**src/threshold_pixel_page_packer_top_macros.svh**
```systemverilog
// Assertion macros for the threshold pixel page packer
`ifndef THRESHOLD_PIXEL_PAGE_PACKER_TOP_MACROS_SVH
`define THRESHOLD_PIXEL_PAGE_PACKER_TOP_MACROS_SVH

`ifndef ASSERT_OFF

`define TPPP_ASSERT_SAME(lbl, clk, rst_n, ante, cons, msg) \
	lbl: assert property (@(posedge clk) disable iff (!rst_n) (ante) |-> (cons)) \
		else $error(msg);

`define TPPP_ASSERT_NEXT(lbl, clk, rst_n, ante, cons, msg) \
	lbl: assert property (@(posedge clk) disable iff (!rst_n) (ante) |=> (cons)) \
		else $error(msg);

`else

`define TPPP_ASSERT_SAME(lbl, clk, rst_n, ante, cons, msg)

`define TPPP_ASSERT_NEXT(lbl, clk, rst_n, ante, cons, msg)

`endif

`endif

```
**src/tppp_pkg.sv**
```systemverilog
// Shared types and constants for the threshold pixel page packer
package tppp_pkg;

	localparam int MAX_WIDTH_DEF = 128;
	localparam int STRIP_ROWS    = 8;
	localparam int OQ_DEPTH      = 3;

	localparam int CFG_IDX_W  = 3;
	localparam int CFG_DATA_W = 8;

	localparam logic [CFG_IDX_W-1:0] REG_THRESHOLD    = 3'd0;
	localparam logic [CFG_IDX_W-1:0] REG_IMAGE_WIDTH  = 3'd1;
	localparam logic [CFG_IDX_W-1:0] REG_IMAGE_HEIGHT = 3'd2;
	localparam logic [CFG_IDX_W-1:0] REG_START_COLUMN = 3'd3;
	localparam logic [CFG_IDX_W-1:0] REG_START_PAGE   = 3'd4;

	localparam logic [7:0] THRESHOLD_RST    = 8'd0;
	localparam logic [7:0] IMAGE_WIDTH_RST  = 8'd84;
	localparam logic [7:0] IMAGE_HEIGHT_RST = 8'd48;
	localparam logic [6:0] START_COLUMN_RST = 7'd0;
	localparam logic [2:0] START_PAGE_RST   = 3'd0;

	typedef struct packed {
		logic [7:0] page_byte;
		logic [7:0] page_addr;
		logic [7:0] column_addr;
		logic       frame_end;
	} result_t;

	typedef struct packed {
		logic [1:0] count;
		logic       full;
	} oq_status_t;

endpackage

```
**src/tppp_ifs.sv**
```systemverilog
// Channel interfaces: pixel input, page byte output, configuration writes
interface tppp_pixel_if;
	logic       valid;
	logic       ready;
	logic [7:0] pixel;
	modport source (output valid, output pixel, input ready);
	modport sink (input valid, input pixel, output ready);
endinterface

interface tppp_page_if;
	logic       valid;
	logic       ready;
	logic [7:0] page_byte;
	logic [7:0] page_addr;
	logic [7:0] column_addr;
	logic       frame_end;
	modport source (output valid, output page_byte, output page_addr, output column_addr,
		output frame_end, input ready);
	modport sink (input valid, input page_byte, input page_addr, input column_addr,
		input frame_end, output ready);
endinterface

interface tppp_cfg_if;
	logic       valid;
	logic       ready;
	logic [2:0] index;
	logic [7:0] data;
	modport source (output valid, output index, output data, input ready);
	modport sink (input valid, input index, input data, output ready);
endinterface

```
**src/tppp_ram.sv**
```systemverilog
// Generic single-write, single-read RAM with registered read data
module tppp_ram #(
	parameter int WIDTH = 8,
	parameter int DEPTH = 128
) (
	input  logic                     clk,
	input  logic                     we,
	input  logic [$clog2(DEPTH)-1:0] waddr,
	input  logic [WIDTH-1:0]         wdata,
	input  logic [$clog2(DEPTH)-1:0] raddr,
	output logic [WIDTH-1:0]         rdata
);

	logic [WIDTH-1:0] mem [DEPTH];

	always_ff @(posedge clk) begin
		if (we) begin
			mem[waddr] <= wdata;
		end
		rdata <= mem[raddr];
	end

endmodule

```
**src/tppp_oq.sv**
```systemverilog
// Three-entry output queue for finished page bytes
module tppp_oq (
	input  logic                 clk,
	input  logic                 arst_n,
	input  logic                 push,
	input  tppp_pkg::result_t    push_data,
	input  logic                 pop,
	output tppp_pkg::result_t    head,
	output logic                 head_valid,
	output tppp_pkg::oq_status_t status
);
	import tppp_pkg::*;

	result_t    entry_q [OQ_DEPTH];
	logic [1:0] wr_ptr_q;
	logic [1:0] rd_ptr_q;
	logic [1:0] count_q;
	logic       do_pop;

	assign do_pop     = pop && (count_q != 2'd0);
	assign head       = entry_q[rd_ptr_q];
	assign head_valid = (count_q != 2'd0);
	assign status     = '{count: count_q, full: (count_q == 2'(OQ_DEPTH))};

	always_ff @(posedge clk) begin
		if (push) begin
			entry_q[wr_ptr_q] <= push_data;
		end
	end

	always_ff @(posedge clk or negedge arst_n) begin
		if (!arst_n) begin
			wr_ptr_q <= '0;
			rd_ptr_q <= '0;
			count_q  <= '0;
		end else begin
			if (push) begin
				wr_ptr_q <= (wr_ptr_q == 2'(OQ_DEPTH - 1)) ? 2'd0 : wr_ptr_q + 2'd1;
			end
			if (do_pop) begin
				rd_ptr_q <= (rd_ptr_q == 2'(OQ_DEPTH - 1)) ? 2'd0 : rd_ptr_q + 2'd1;
			end
			count_q <= count_q + 2'(push) - 2'(do_pop);
		end
	end

endmodule

```
**src/threshold_pixel_page_packer_top.sv**
```systemverilog
// Top level: thresholds pixels and packs column bytes into display pages
// A page byte is registered in stage 1 and then in the output queue before it is offered.
// Throughput: 1 pixel per clock while the output keeps up; the column store is read one
// cycle and written back the next, with the last write forwarded to a following read.
// Reset returns configuration to its defaults and clears counters and the output queue;
// the column store is not cleared, each strip's first row overwrites it.
`include "threshold_pixel_page_packer_top_macros.svh"

module threshold_pixel_page_packer_top #(
	parameter int MAX_WIDTH = tppp_pkg::MAX_WIDTH_DEF
) (
	input logic      clk,
	input logic      arst_n,
	tppp_pixel_if.sink   pixels,
	tppp_page_if.source  pages,
	tppp_cfg_if.sink     cfg
);
	import tppp_pkg::*;

	localparam int CW = $clog2(MAX_WIDTH);

	logic [7:0] threshold_q;
	logic [7:0] image_width_q;
	logic [7:0] image_height_q;
	logic [6:0] start_column_q;
	logic [2:0] start_page_q;

	logic [CW-1:0] col_q;
	logic [7:0]    row_q;

	logic          valid_s1;
	logic [CW-1:0] col_s1;
	logic [2:0]    k_s1;
	logic          bit_s1;
	logic          emit_s1;
	logic [7:0]    page_s1;
	logic [7:0]    column_s1;
	logic          frame_end_s1;

	logic          fwd_v_q;
	logic [CW-1:0] fwd_col_q;
	logic [7:0]    fwd_data_q;

	logic          in_acc;
	logic [8:0]    eff_w;
	logic [8:0]    eff_h;
	logic          last_col;
	logic          last_row;
	logic [2:0]    k;
	logic [7:0]    rd_data;
	logic [7:0]    old_byte;
	logic [7:0]    new_byte;
	logic          pix_bit;
	result_t       res;
	result_t       head;
	oq_status_t    oq_st;

	assign cfg.ready = 1'b1;

	always_ff @(posedge clk or negedge arst_n) begin
		if (!arst_n) begin
			threshold_q    <= THRESHOLD_RST;
			image_width_q  <= IMAGE_WIDTH_RST;
			image_height_q <= IMAGE_HEIGHT_RST;
			start_column_q <= START_COLUMN_RST;
			start_page_q   <= START_PAGE_RST;
		end else if (cfg.valid) begin
			unique case (cfg.index)
				REG_THRESHOLD:    threshold_q    <= cfg.data;
				REG_IMAGE_WIDTH:  image_width_q  <= cfg.data;
				REG_IMAGE_HEIGHT: image_height_q <= cfg.data;
				REG_START_COLUMN: start_column_q <= cfg.data[6:0];
				REG_START_PAGE:   start_page_q   <= cfg.data[2:0];
				default: ;
			endcase
		end
	end

	always_comb begin
		eff_w = (image_width_q == 8'd0) ? 9'd1 : {1'b0, image_width_q};
		if (eff_w > 9'(MAX_WIDTH)) begin
			eff_w = 9'(MAX_WIDTH);
		end
		eff_h = (image_height_q == 8'd0) ? 9'd1 : {1'b0, image_height_q};
	end

	assign in_acc       = pixels.valid && pixels.ready;
	assign pixels.ready = (({1'b0, oq_st.count} + {2'b00, valid_s1}) <= 3'd2);
	assign last_col     = (9'(col_q) + 9'd1 >= eff_w);
	assign last_row     = ({1'b0, row_q} + 9'd1 >= eff_h);
	assign k            = row_q[2:0];
	assign pix_bit      = !(pixels.pixel > threshold_q);

	always_ff @(posedge clk or negedge arst_n) begin
		if (!arst_n) begin
			col_q    <= '0;
			row_q    <= '0;
			valid_s1 <= 1'b0;
			fwd_v_q  <= 1'b0;
		end else begin
			valid_s1 <= in_acc;
			fwd_v_q  <= valid_s1;
			if (in_acc) begin
				if (last_col) begin
					col_q <= '0;
					row_q <= last_row ? 8'd0 : row_q + 8'd1;
				end else begin
					col_q <= col_q + CW'(1);
				end
			end
		end
	end

	always_ff @(posedge clk) begin
		if (in_acc) begin
			col_s1       <= col_q;
			k_s1         <= k;
			bit_s1       <= pix_bit;
			emit_s1      <= (k == 3'(STRIP_ROWS - 1)) || last_row;
			page_s1      <= 8'(start_page_q) + 8'(row_q >> 3);
			column_s1    <= 8'(9'(start_column_q) + 9'(col_q));
			frame_end_s1 <= last_row && last_col;
		end
		if (valid_s1) begin
			fwd_col_q  <= col_s1;
			fwd_data_q <= new_byte;
		end
	end

	tppp_ram #(
		.WIDTH (8),
		.DEPTH (MAX_WIDTH)
	) u_col_ram (
		.clk   (clk),
		.we    (valid_s1),
		.waddr (col_s1),
		.wdata (new_byte),
		.raddr (col_q),
		.rdata (rd_data)
	);

	always_comb begin
		old_byte = (fwd_v_q && (fwd_col_q == col_s1)) ? fwd_data_q : rd_data;
		if (k_s1 == 3'd0) begin
			new_byte = {7'd0, bit_s1};
		end else begin
			new_byte = (old_byte & ~(8'd1 << k_s1)) | ({7'd0, bit_s1} << k_s1);
		end
	end

	assign res = '{page_byte: new_byte, page_addr: page_s1, column_addr: column_s1,
		frame_end: frame_end_s1};

	tppp_oq u_oq (
		.clk        (clk),
		.arst_n     (arst_n),
		.push       (valid_s1 && emit_s1),
		.push_data  (res),
		.pop        (pages.ready),
		.head       (head),
		.head_valid (pages.valid),
		.status     (oq_st)
	);

	assign pages.page_byte   = head.page_byte;
	assign pages.page_addr   = head.page_addr;
	assign pages.column_addr = head.column_addr;
	assign pages.frame_end   = head.frame_end;

	`TPPP_ASSERT_SAME(a_no_overflow, clk, arst_n, valid_s1 && emit_s1 && oq_st.full, pages.ready, "output queue overflow")
	`TPPP_ASSERT_NEXT(a_acc_to_s1, clk, arst_n, in_acc, valid_s1, "accepted pixel missing from stage 1")
	`TPPP_ASSERT_SAME(a_stall_cause, clk, arst_n, !pixels.ready, oq_st.count != 2'd0, "input stalled with empty queue")

endmodule
```
**src/flat_wrapper.sv**
```systemverilog
// flat-port wrapper written by rule: the top's interface ports become plain ports
module threshold_pixel_page_packer_top_flat import tppp_pkg::*;
#(
	parameter int MAX_WIDTH = tppp_pkg::MAX_WIDTH_DEF
)
  (clk, arst_n, pixels_valid, pixels_pixel, pixels_ready, pages_valid, pages_page_byte, pages_page_addr, pages_column_addr, pages_frame_end, pages_ready, cfg_valid, cfg_index, cfg_data, cfg_ready);
  tppp_pixel_if pixels_i ();
  tppp_page_if pages_i ();
  tppp_cfg_if cfg_i ();
  input logic clk;
  input logic arst_n;
  input wire logic [$bits(pixels_i.valid)-1:0] pixels_valid;
  input wire logic [$bits(pixels_i.pixel)-1:0] pixels_pixel;
  output wire logic [$bits(pixels_i.ready)-1:0] pixels_ready;
  output wire logic [$bits(pages_i.valid)-1:0] pages_valid;
  output wire logic [$bits(pages_i.page_byte)-1:0] pages_page_byte;
  output wire logic [$bits(pages_i.page_addr)-1:0] pages_page_addr;
  output wire logic [$bits(pages_i.column_addr)-1:0] pages_column_addr;
  output wire logic [$bits(pages_i.frame_end)-1:0] pages_frame_end;
  input wire logic [$bits(pages_i.ready)-1:0] pages_ready;
  input wire logic [$bits(cfg_i.valid)-1:0] cfg_valid;
  input wire logic [$bits(cfg_i.index)-1:0] cfg_index;
  input wire logic [$bits(cfg_i.data)-1:0] cfg_data;
  output wire logic [$bits(cfg_i.ready)-1:0] cfg_ready;
  assign pixels_i.valid = pixels_valid;
  assign pixels_i.pixel = pixels_pixel;
  assign pixels_ready = pixels_i.ready;
  assign pages_valid = pages_i.valid;
  assign pages_page_byte = pages_i.page_byte;
  assign pages_page_addr = pages_i.page_addr;
  assign pages_column_addr = pages_i.column_addr;
  assign pages_frame_end = pages_i.frame_end;
  assign pages_i.ready = pages_ready;
  assign cfg_i.valid = cfg_valid;
  assign cfg_i.index = cfg_index;
  assign cfg_i.data = cfg_data;
  assign cfg_ready = cfg_i.ready;
  threshold_pixel_page_packer_top #(.MAX_WIDTH(MAX_WIDTH)) u_core (.clk(clk), .arst_n(arst_n), .pixels(pixels_i), .pages(pages_i), .cfg(cfg_i));
endmodule
```
**config.mk**
```make
export PLATFORM = sky130hd
export DESIGN_NAME = threshold_pixel_page_packer_top_flat
export DESIGN_NICKNAME = d
export VERILOG_FILES = /design/src/tppp_pkg.sv /design/src/tppp_ifs.sv /design/src/tppp_ram.sv /design/src/tppp_oq.sv /design/src/threshold_pixel_page_packer_top.sv /design/src/flat_wrapper.sv
export VERILOG_INCLUDE_DIRS = /design/src /design/src/src
export SDC_FILE = /design/constraint.sdc
export NUM_CORES = 1
export LEC_CHECK = 0
export BUFFER_PORTS_ARGS = -buffer_cell sky130_fd_sc_hd__buf_4
export CAP_MARGIN = 10
export CORE_UTILIZATION = 35
export CTS_CLUSTER_DIAMETER = 120
export DETAILED_ROUTE_END_ITERATION = 8
export GPL_TIMING_DRIVEN = 0
export PLACE_DENSITY = 0.51
export SLEW_MARGIN = 20
export SYNTH_ARGS = -nofsm -noshare
export SYNTH_HDL_FRONTEND = slang
export SYNTH_SLANG_ARGS = --single-unit
export TNS_END_PERCENT = 100
```
**constraint.sdc**
```tcl
create_clock -name clk -period 10.3 [get_ports clk]
set_clock_uncertainty 0.1 [all_clocks]
set_input_delay 0.515 -clock clk [delete_from_list [all_inputs] [get_ports clk]]
set_output_delay 0.515 -clock clk [all_outputs]
set_load 0.05 [all_outputs]
```
==> results of run 1 <==
## cell usage in the layout (no fill, tap or decap), types with 9 or more instances in the layout
master         netlist  layout
buf_6               26      29
a21o_1              10      10
and2_1              20      20
ha_1                42      42
o22ai_1             82      82
nor2b_1             12      12
nand3_1             45      45
o31ai_1             17      17
buf_16               0      33
dfrtp_1             52      52
xnor2_1             23      23
mux4_1              13      13
a21oi_1             51      51
o21ai_0             59      53
dlygate4sd3_1        0      10
clkinv_2             0       9
clkbuf_1            74      99
mux4_2             179     179
clkinv_1             1      25
mux2i_1            188     187
nor2_1             155     155
clkbuf_16            0     136
a211oi_1            34      34
nor3_1              30      24
nand2_1            191     191
buf_2               19      19
buf_4               12      75
edfxtp_1          1135    1135
a31oi_1             17      17
nand2b_1            10      10
inv_1               41      41
mux2_2              29      29
clkbuf_2             0       9
## through the flow
step	util	power (W)	hold slack, ns	instances	area, um^2
floorplan	-	0.01011	0.1194	2642	47940
global placement	0.3725	0.01250	0.3303	4471	50530
global route	0.4121	0.01756	0.1140	4758	55900
detailed placement	0.3818	0.01263	0.3311	4526	51780
finish	0.4121	0.01696	0.09509	4758	55900
CTS	0.4121	0.01708	0.04750	4758	55900
## timing repair
item / CTS / global route
hold buffers: 10 / 0
resized for setup: 0 / 0
setup buffers: 0 / 0
hold endpoints to repair: 87 / 0
## layout make-up
cell class	instances	area (um^2)
fillers	12030	79740
clock inverters	50	460.4
repair buffers	113	1585
inverters	43	161.4
multi-input cells	1258	11400
plain buffers	141	832.0
clock buffers	172	3558
well taps	1781	2228
flip-flops and latches	1200	35680
## flip-flops by register name, indices dropped and copies added, names as in the netlist, 3 cells and up
signal and count:
u_core.u_col_ram.mem 1024, u_core.u_oq.entry_q 69, u_core.column_s1 8, u_core.fwd_data_q 8
u_core.image_height_q 8, u_core.image_width_q 8, u_core.row_q 8, u_core.threshold_q 8
u_core.u_col_ram.rdata 8, u_core.col_q 7, u_core.col_s1 7, u_core.fwd_col_q 7
u_core.start_column_q 7, u_core.page_s1 6, u_core.k_s1 3, u_core.start_page_q 3
## cell families after synthesis
logic type                 count (synthesis)  synth area share
xor gates and xnor gates                  26          0.004751
other                                      2         0.0001567
adders and majority gates                 44           0.01180
DFF                                     1200            0.7443
muxes                                    409            0.1373
AOI/OAI and AO/OA                        290           0.03764
and+or+nand+nor                          486           0.04359
buffers and inverters                    184           0.02049
## power by group through the flow
stage / Sequential [W] / Combinational, W / Clock, W
2_1_floorplan: 0.00708 / 0.00303 / 0
6_report: 0.00672 / 0.00579 / 0.00445
3_3_place_gp: 0.00758 / 0.00492 / 0
4_1_cts: 0.00673 / 0.00582 / 0.00453
5_1_grt: 0.00675 / 0.00612 / 0.00470
3_5_place_dp: 0.00682 / 0.00581 / 0
## layer usage
metal	part of all wire	up-vias	GRT usage
met5	0	-	0
met4	0.030	0	0.06155
met3	0.064	206	0.03173
met2	0.48	881	0.3044
met1	0.42	13210	0.2534
li1	-	10990	-
## worst max-delay path: cells and delay by family (launching register included)
| kind | cells | cell delay (ns) |
|---|---|---|
| AOI/OAI and AO/OA | 2 | 0.93 |
| DFF | 1 | 0.84 |
| xor gates and xnor gates | 1 | 0.14 |
| and+or+nand+nor | 5 | 0.94 |
| buffers and inverters | 4 | 1.50 |
| adders and majority gates | 1 | 0.30 |
## final timing paths
check,from,to,slack [ns],depth (start not counted)
min reg2reg,u_core.col_s1[4],u_core.fwd_col_q[4],0.34,0
max,u_core.col_q[2],u_core.row_q[0],5.44,13
max in group asynchronous,arst_n,u_core.image_height_q[6],9.26,2
min,cfg_index[0],u_core.threshold_q[3],0.1,4
min in group asynchronous,arst_n,u_core.u_oq.count_q[1],0.33,2
max reg2reg,u_core.col_q[2],u_core.row_q[0],5.44,13
==> impl_metrics.json, run 1 <==
{
  "outcome": "completed",
  "max_stage_delay_ns": 0.84,
  "grt_max_degree": 58,
  "start_util": 0.3534,
  "path_clk_slew_ns": 0.06,
  "antenna_found_initial": 3,
  "cp-start-kind": "register",
  "grt_setup_unrepaired": "false",
  "cp_max_fo": 10,
  "setup_ws_ns": 5.437,
  "core_region_area_um2": 135600,
  "cp.required_ns": 10.83,
  "yosysSeqAreaShare": 0.7443,
  "post_drt_wl_per_cell_um": 26.90,
  "dpl.hpwl_um": 90650,
  "die_h_um": 372.1,
  "drt-pass1-iter-count": 7,
  "htreeDepth": 4,
  "antenna_left": 0,
  "combPwrFrac": 0.341,
  "fin_crit_ns": 4.863,
  "swShare": 0.3378,
  "io_pins": 52,
  "max_freq_ghz": 0.2056,
  "synth_top_area_share": 0.7110,
  "p_leak_nw": 18.41,
  "crit_chain": "buf_4, buf_2, buf_1, nand3_1, nor3_1, xnor2_1, ha_1, nand3_1, o31ai_2, and2_0, clkbuf_1, nand2_1, o21ai_0",
  "synth_area_um2": 47930,
  "die_x_um": 372.1,
  "vias": 25280,
  "first_iter_violations": 2530,
  "internal_power_w": 0.01123,
  "synth_most_common_cell": "edfxtp_1",
  "synth_common_cells": "1135 x edfxtp_1, 191 x nand2_1, 188 x mux2i_1, 179 x mux4_2, 155 x nor2_1",
  "grt_usage": 0.1867,
  "p_clk_frac": 0.263,
  "netlist_instances": 2641,
  "syn2layout_area_growth_pct": 16.62,
  "gp_congestion": 0.9005,
  "diodes": 0,
  "grt-ovfl-total": 0,
  "crit_top_cell": "nand3_1",
  "setup_viol": 0,
  "vdd_drop_max_v": 0.0001584,
  "relSlewSlack": 0.2369,
  "rows": 135,
  "worst-setup-path-type": "reg -> reg",
  "synth.avg_cell_area_um2": 18.15,
  "ctsLongestPathBuffers": 3,
  "yosysWarnings": 0,
  "hold_viol": 0,
  "crit_arrival_ns": 5.39,
  "finalCritPeriodShare": 0.4722,
  "drc": 0,
  "report.final.slew_viol_count": 0,
  "grt_first_pass_wirelength_um": 184200,
  "portBuffers": 48,
  "seqPwrFrac": 0.396,
  "clkLatencyLatePin_ns": 0.72,
  "cts_buffers": 130,
  "grt_pass1_vias": 25870,
  "cp-end-kind": "register",
  "cts_tree": "done",
  "slowest_stage": "dfrtp_1",
  "nNetsFinal": 2955,
  "fin_setup_tns_ns": 0,
  "async_flop_share": 0.04750,
  "synthTopCellsByArea": "edfxtp_1 71%, mux4_2 8.4%, mux2i_1 3.9%",
  "hold_path_class": "in -> reg",
  "ys_types": 55,
  "drive_above_1_share": 0.1908,
  "cts.sinks": 1200,
  "synth-seq-cells": 1200,
  "root_buffer": "clkbuf_16",
  "die_area_um2": 138400,
  "switchingPower_w": 0.005730,
  "synth_edf_count": 1135,
  "preCtsSetupSlack_ns": 5.511,
  "worstMarginPinSlew_ns": 1.135,
  "synthFlopType": "edfxtp_1",
  "cellPowerDensity_nw_per_um2": 303.4,
  "synth_top_area_cell": "edfxtp_1",
  "maxCapViolations": 0,
  "wirelength_um": 128000,
  "vias_per_cell": 5.313
}
Power figures use the tool's default switching activity.
==> run 2: changes to the inputs <==
--- a/config.mk
+++ b/config.mk
@@ -6,13 +6,14 @@
 export SDC_FILE = /design/constraint.sdc
 export NUM_CORES = 1
 export LEC_CHECK = 0
+export ABC_AREA = 1
 export BUFFER_PORTS_ARGS = -buffer_cell sky130_fd_sc_hd__buf_4
 export CAP_MARGIN = 10
 export CORE_UTILIZATION = 35
 export CTS_CLUSTER_DIAMETER = 120
 export DETAILED_ROUTE_END_ITERATION = 8
 export GPL_TIMING_DRIVEN = 0
-export PLACE_DENSITY = 0.51
+export PLACE_DENSITY = 0.53
 export SLEW_MARGIN = 20
 export SYNTH_ARGS = -nofsm -noshare
 export SYNTH_HDL_FRONTEND = slang
==> constraint.sdc (replaced) <==
create_clock -name clk -period 4.33 [get_ports clk]
set_clock_uncertainty 0.1 [all_clocks]
set_input_delay 0.2165 -clock clk [delete_from_list [all_inputs] [get_ports clk]]
set_output_delay 0.2165 -clock clk [all_outputs]
set_load 0.05 [all_outputs]
==> impl_metrics.json, run 2 <==
{
  "report.final.slew_viol_count": 0,
  "hold_path_class": "in -> reg",
  "synth_area_um2": 49520,
  "stdcell_area_um2": 57840,
  "root_buffer": "clkbuf_16",
  "fin_cells": 6569,
  "multi_input_area_um2": 12460,
  "synth_compound_area_frac": 0.02595,
  "die_area_um2": 143000,
  "vdd_drop_max_v": 0.0007259,
  "max_stage_delay_ns": 0.67,
  "vias": 34240,
  "post_drt_wl_per_cell_um": 25.74,
  "grt_usage": 0.2353,
  "cts_buffers": 135,
  "synth-simple-area-share": 0.2062,
  "crit_chain": "clkbuf_1, clkinvlp_4, nor3_1, xor2_1, ha_1, a21oi_1, nor2_1, nor2_1, nand4_1, nand2_2, nor2_4, nand2_1, nand2_1",
  "first_iter_violations": 4118,
  "die_x_um": 378.1,
  "drt-pass1-iter-count": 5,
  "postCtsSetupRepairBufs": 0,
  "async_flop_share": 0.04750,
  "gp_congestion": 1.004,
  "cp.required_ns": 4.89,
  "die_h_um": 378.1,
  "portBuffers": 48,
  "path_delay_family": "simple AND/OR/NAND/NOR gates",
  "relSlewSlack": 0.1765,
  "htreeDepth": 4,
  "final_common_cell": "nand2_1",
  "biggestRegsByFlops": "u_core.u_col_ram.mem: 1024 flops, u_core.u_oq.entry_q: 69 flops",
  "cp-end-kind": "register",
  "timing.reg2reg.setup_slack_ns": 0.26,
  "slowest_stage": "clkbuf_1",
  "grt_pass1_vias": 32100,
  "synthFlopType": "edfxtp_1",
  "layout_common_cells": "1594 x nand2_1, 1135 x edfxtp_1, 658 x nand3_1, 148 x a21oi_1, 137 x clkbuf_16",
  "syn2layout_area_growth_pct": 16.81,
  "largest_register_ffs": 1024,
  "wirelength_um": 169100,
  "finalCritPeriodShare": 0.9401,
  "core_region_area_um2": 139900,
  "synth_top_area_cell": "edfxtp_1",
  "ys_types": 39,
  "synth_common_cells": "1594 x nand2_1, 1135 x edfxtp_1, 658 x nand3_1, 174 x nor2_1, 150 x a21oi_1",
  "crit_buf_inv": 2,
  "synth_top_family_by_area": "simple AND/OR/NAND/NOR gates",
  "worstMarginPinSlew_ns": 1.235,
  "setup_ws_ns": 0.2595,
  "max_freq_ghz": 0.2457,
  "fin_worst_hold_slack_ns": 0.06243,
  "cp-start-kind": "register",
  "final_util": 0.4135,
  "path_clk_slew_ns": 0.06,
  "rows": 137,
  "grt-ovfl-total": 0,
  "synth.avg_cell_area_um2": 11.42,
  "io_pins": 52,
  "cp_max_fo": 10,
  "worst-setup-path-type": "reg -> reg",
  "p_leak_nw": 21.40,
  "synth_adder_area_share": 0.01142,
  "maxCapViolations": 0,
  "start_util": 0.3540,
  "drive_above_1_share": 0.09974,
  "grt_first_pass_wirelength_um": 235300,
  "cts_tree": "done",
  "synth_top_area_share": 0.6883,
  "nNetsFinal": 4655,
  "fin_crit_ns": 4.070,
  "crit_arrival_ns": 4.63,
  "n_fill_cell": 13410,
  "netlist_instances": 4337,
  "yosysSeqAreaShare": 0.7205,
  "dpl.hpwl_um": 120900,
  "drc": 0,
  "cellPowerDensity_nw_per_um2": 751.2,
  "synthTopCellsByArea": "edfxtp_1 69%, nand2_1 12%, nand3_1 6.7%",
  "synth_most_common_cell": "nand2_1",
  "place_inst": 6304,
  "yosysWarnings": 0,
  "vias_per_cell": 5.213,
  "hold_viol": 0,
  "placed_area_um2": 53440,
  "muxShareOfSynthArea": 0,
  "clkLatencyLatePin_ns": 0.77,
  "grt_max_degree": 95,
  "synth_edf_count": 1135,
  "outcome": "completed",
  "ff_latch_area_um2": 35680,
  "setup_viol": 0,
  "antenna_found_initial": 2,
  "cts.sinks": 1200,
  "synth_xor_area_frac": 0.004245,
  "synth-seq-cells": 1200,
  "ctsLongestPathBuffers": 3,
  "antenna_left": 0,
  "largest_register": "u_core.u_col_ram.mem",
  "preCtsSetupSlack_ns": 0.2197
}
==> run 2: changes by cell type after synthesis, moves of 29 or more <==
| cell | delta |
|---|---|
| o22ai_1 | -77 |
| a21oi_1 | +99 |
| inv_1 | +75 |
| a211oi_1 | -34 |
| nand3_1 | +613 |
| mux4_2 | -179 |
| nand2_1 | +1403 |
| buf_2 | +85 |
| mux2i_1 | -188 |
| mux2_2 | -29 |
==> run 2: metrics by stage <==
step	total power, W	setup TNS, ns
floorplan	0.02407	0
global placement	0.03039	-3338.41
detailed placement	0.03256	0
CTS	0.04341	0
global route	0.04491	-0.01287
finish	0.04345	0
==> run 2: cell type report <==
| class | instances | share of cell area |
|---|---|---|
| Sequential cell | 1200 | 0.6168 |
| Inverter | 120 | 0.008199 |
| Tap cell | 1876 | 0.04058 |
| Clock inverter | 71 | 0.009908 |
| Clock buffer | 171 | 0.06148 |
| Buffer | 238 | 0.01940 |
| Timing Repair Buffer | 112 | 0.02812 |
| Antenna cell | 1 | 0.00004326 |
| Multi-Input combinational cell | 2780 | 0.2155 |
==> run 2: path summary, 6_finish.rpt <==
kind,start,endpoint,cells past startpoint
worst max register to register,u_core.col_q[4],u_core.row_q[2],13
worst min-delay path,pixels_pixel[7],u_core.bit_s1,5
worst max-delay path,u_core.col_q[4],u_core.row_q[2],13
worst min register to register,u_core.column_s1[7],u_core.u_oq.entry_q[0][8],0
max in group asynchronous,arst_n,u_core.u_oq.count_q[0],4
min in group asynchronous,arst_n,u_core.start_page_q[2],3
==> run 2: worst register-to-register path, stage by stage (launching register included) <==
cell	delay [ns]
dfrtp_1	0.44
clkbuf_1	0.68
clkinvlp_4	0.55
nor3_1	0.33
xor2_1	0.32
ha_1	0.32
a21oi_1	0.13
nor2_1	0.05
nor2_1	0.10
nand4_1	0.36
nand2_2	0.36
nor2_4	0.11
nand2_1	0.07
nand2_1	0.04
==> run 2: cells by family (layout without fill, tap and decap cells) <==
kind of cell | after synthesis | count (layout)
AO/OA/AOI/OAI | 238 | 238
flip-flops | 1200 | 1200
other | 2 | 4
adder cells (fa/ha/maj) | 44 | 44
XOR/XNOR | 24 | 24
buffers and inverters | 358 | 712
AND/OR/NAND/NOR | 2471 | 2471
==> run 2: timing repair <==
action	4_1_cts	5_1_grt
hold buffers	22	0
endpoints found under the setup margin	0	8
gates resized for setup	0	3
hold endpoints to repair	98	0
==> run 2: routing by layer <==
| layer | global-route usage | vias up | share of wire |
|---|---|---|---|
| li1 | - | 15530 | - |
| met1 | 0.3205 | 16910 | 0.42 |
| met2 | 0.3591 | 1539 | 0.45 |
| met3 | 0.05019 | 270 | 0.088 |
| met4 | 0.1078 | 0 | 0.045 |
| met5 | 0 | - | 0 |
==> run 2: report_power, final <==
group	switching, W	total [W]	internal, W	leakage [nW]
combinational	0.0123	0.0165	0.00414	8.31
sequential	0.000399	0.0160	0.0156	11.1
clock	0.00469	0.0109	0.00624	2.01
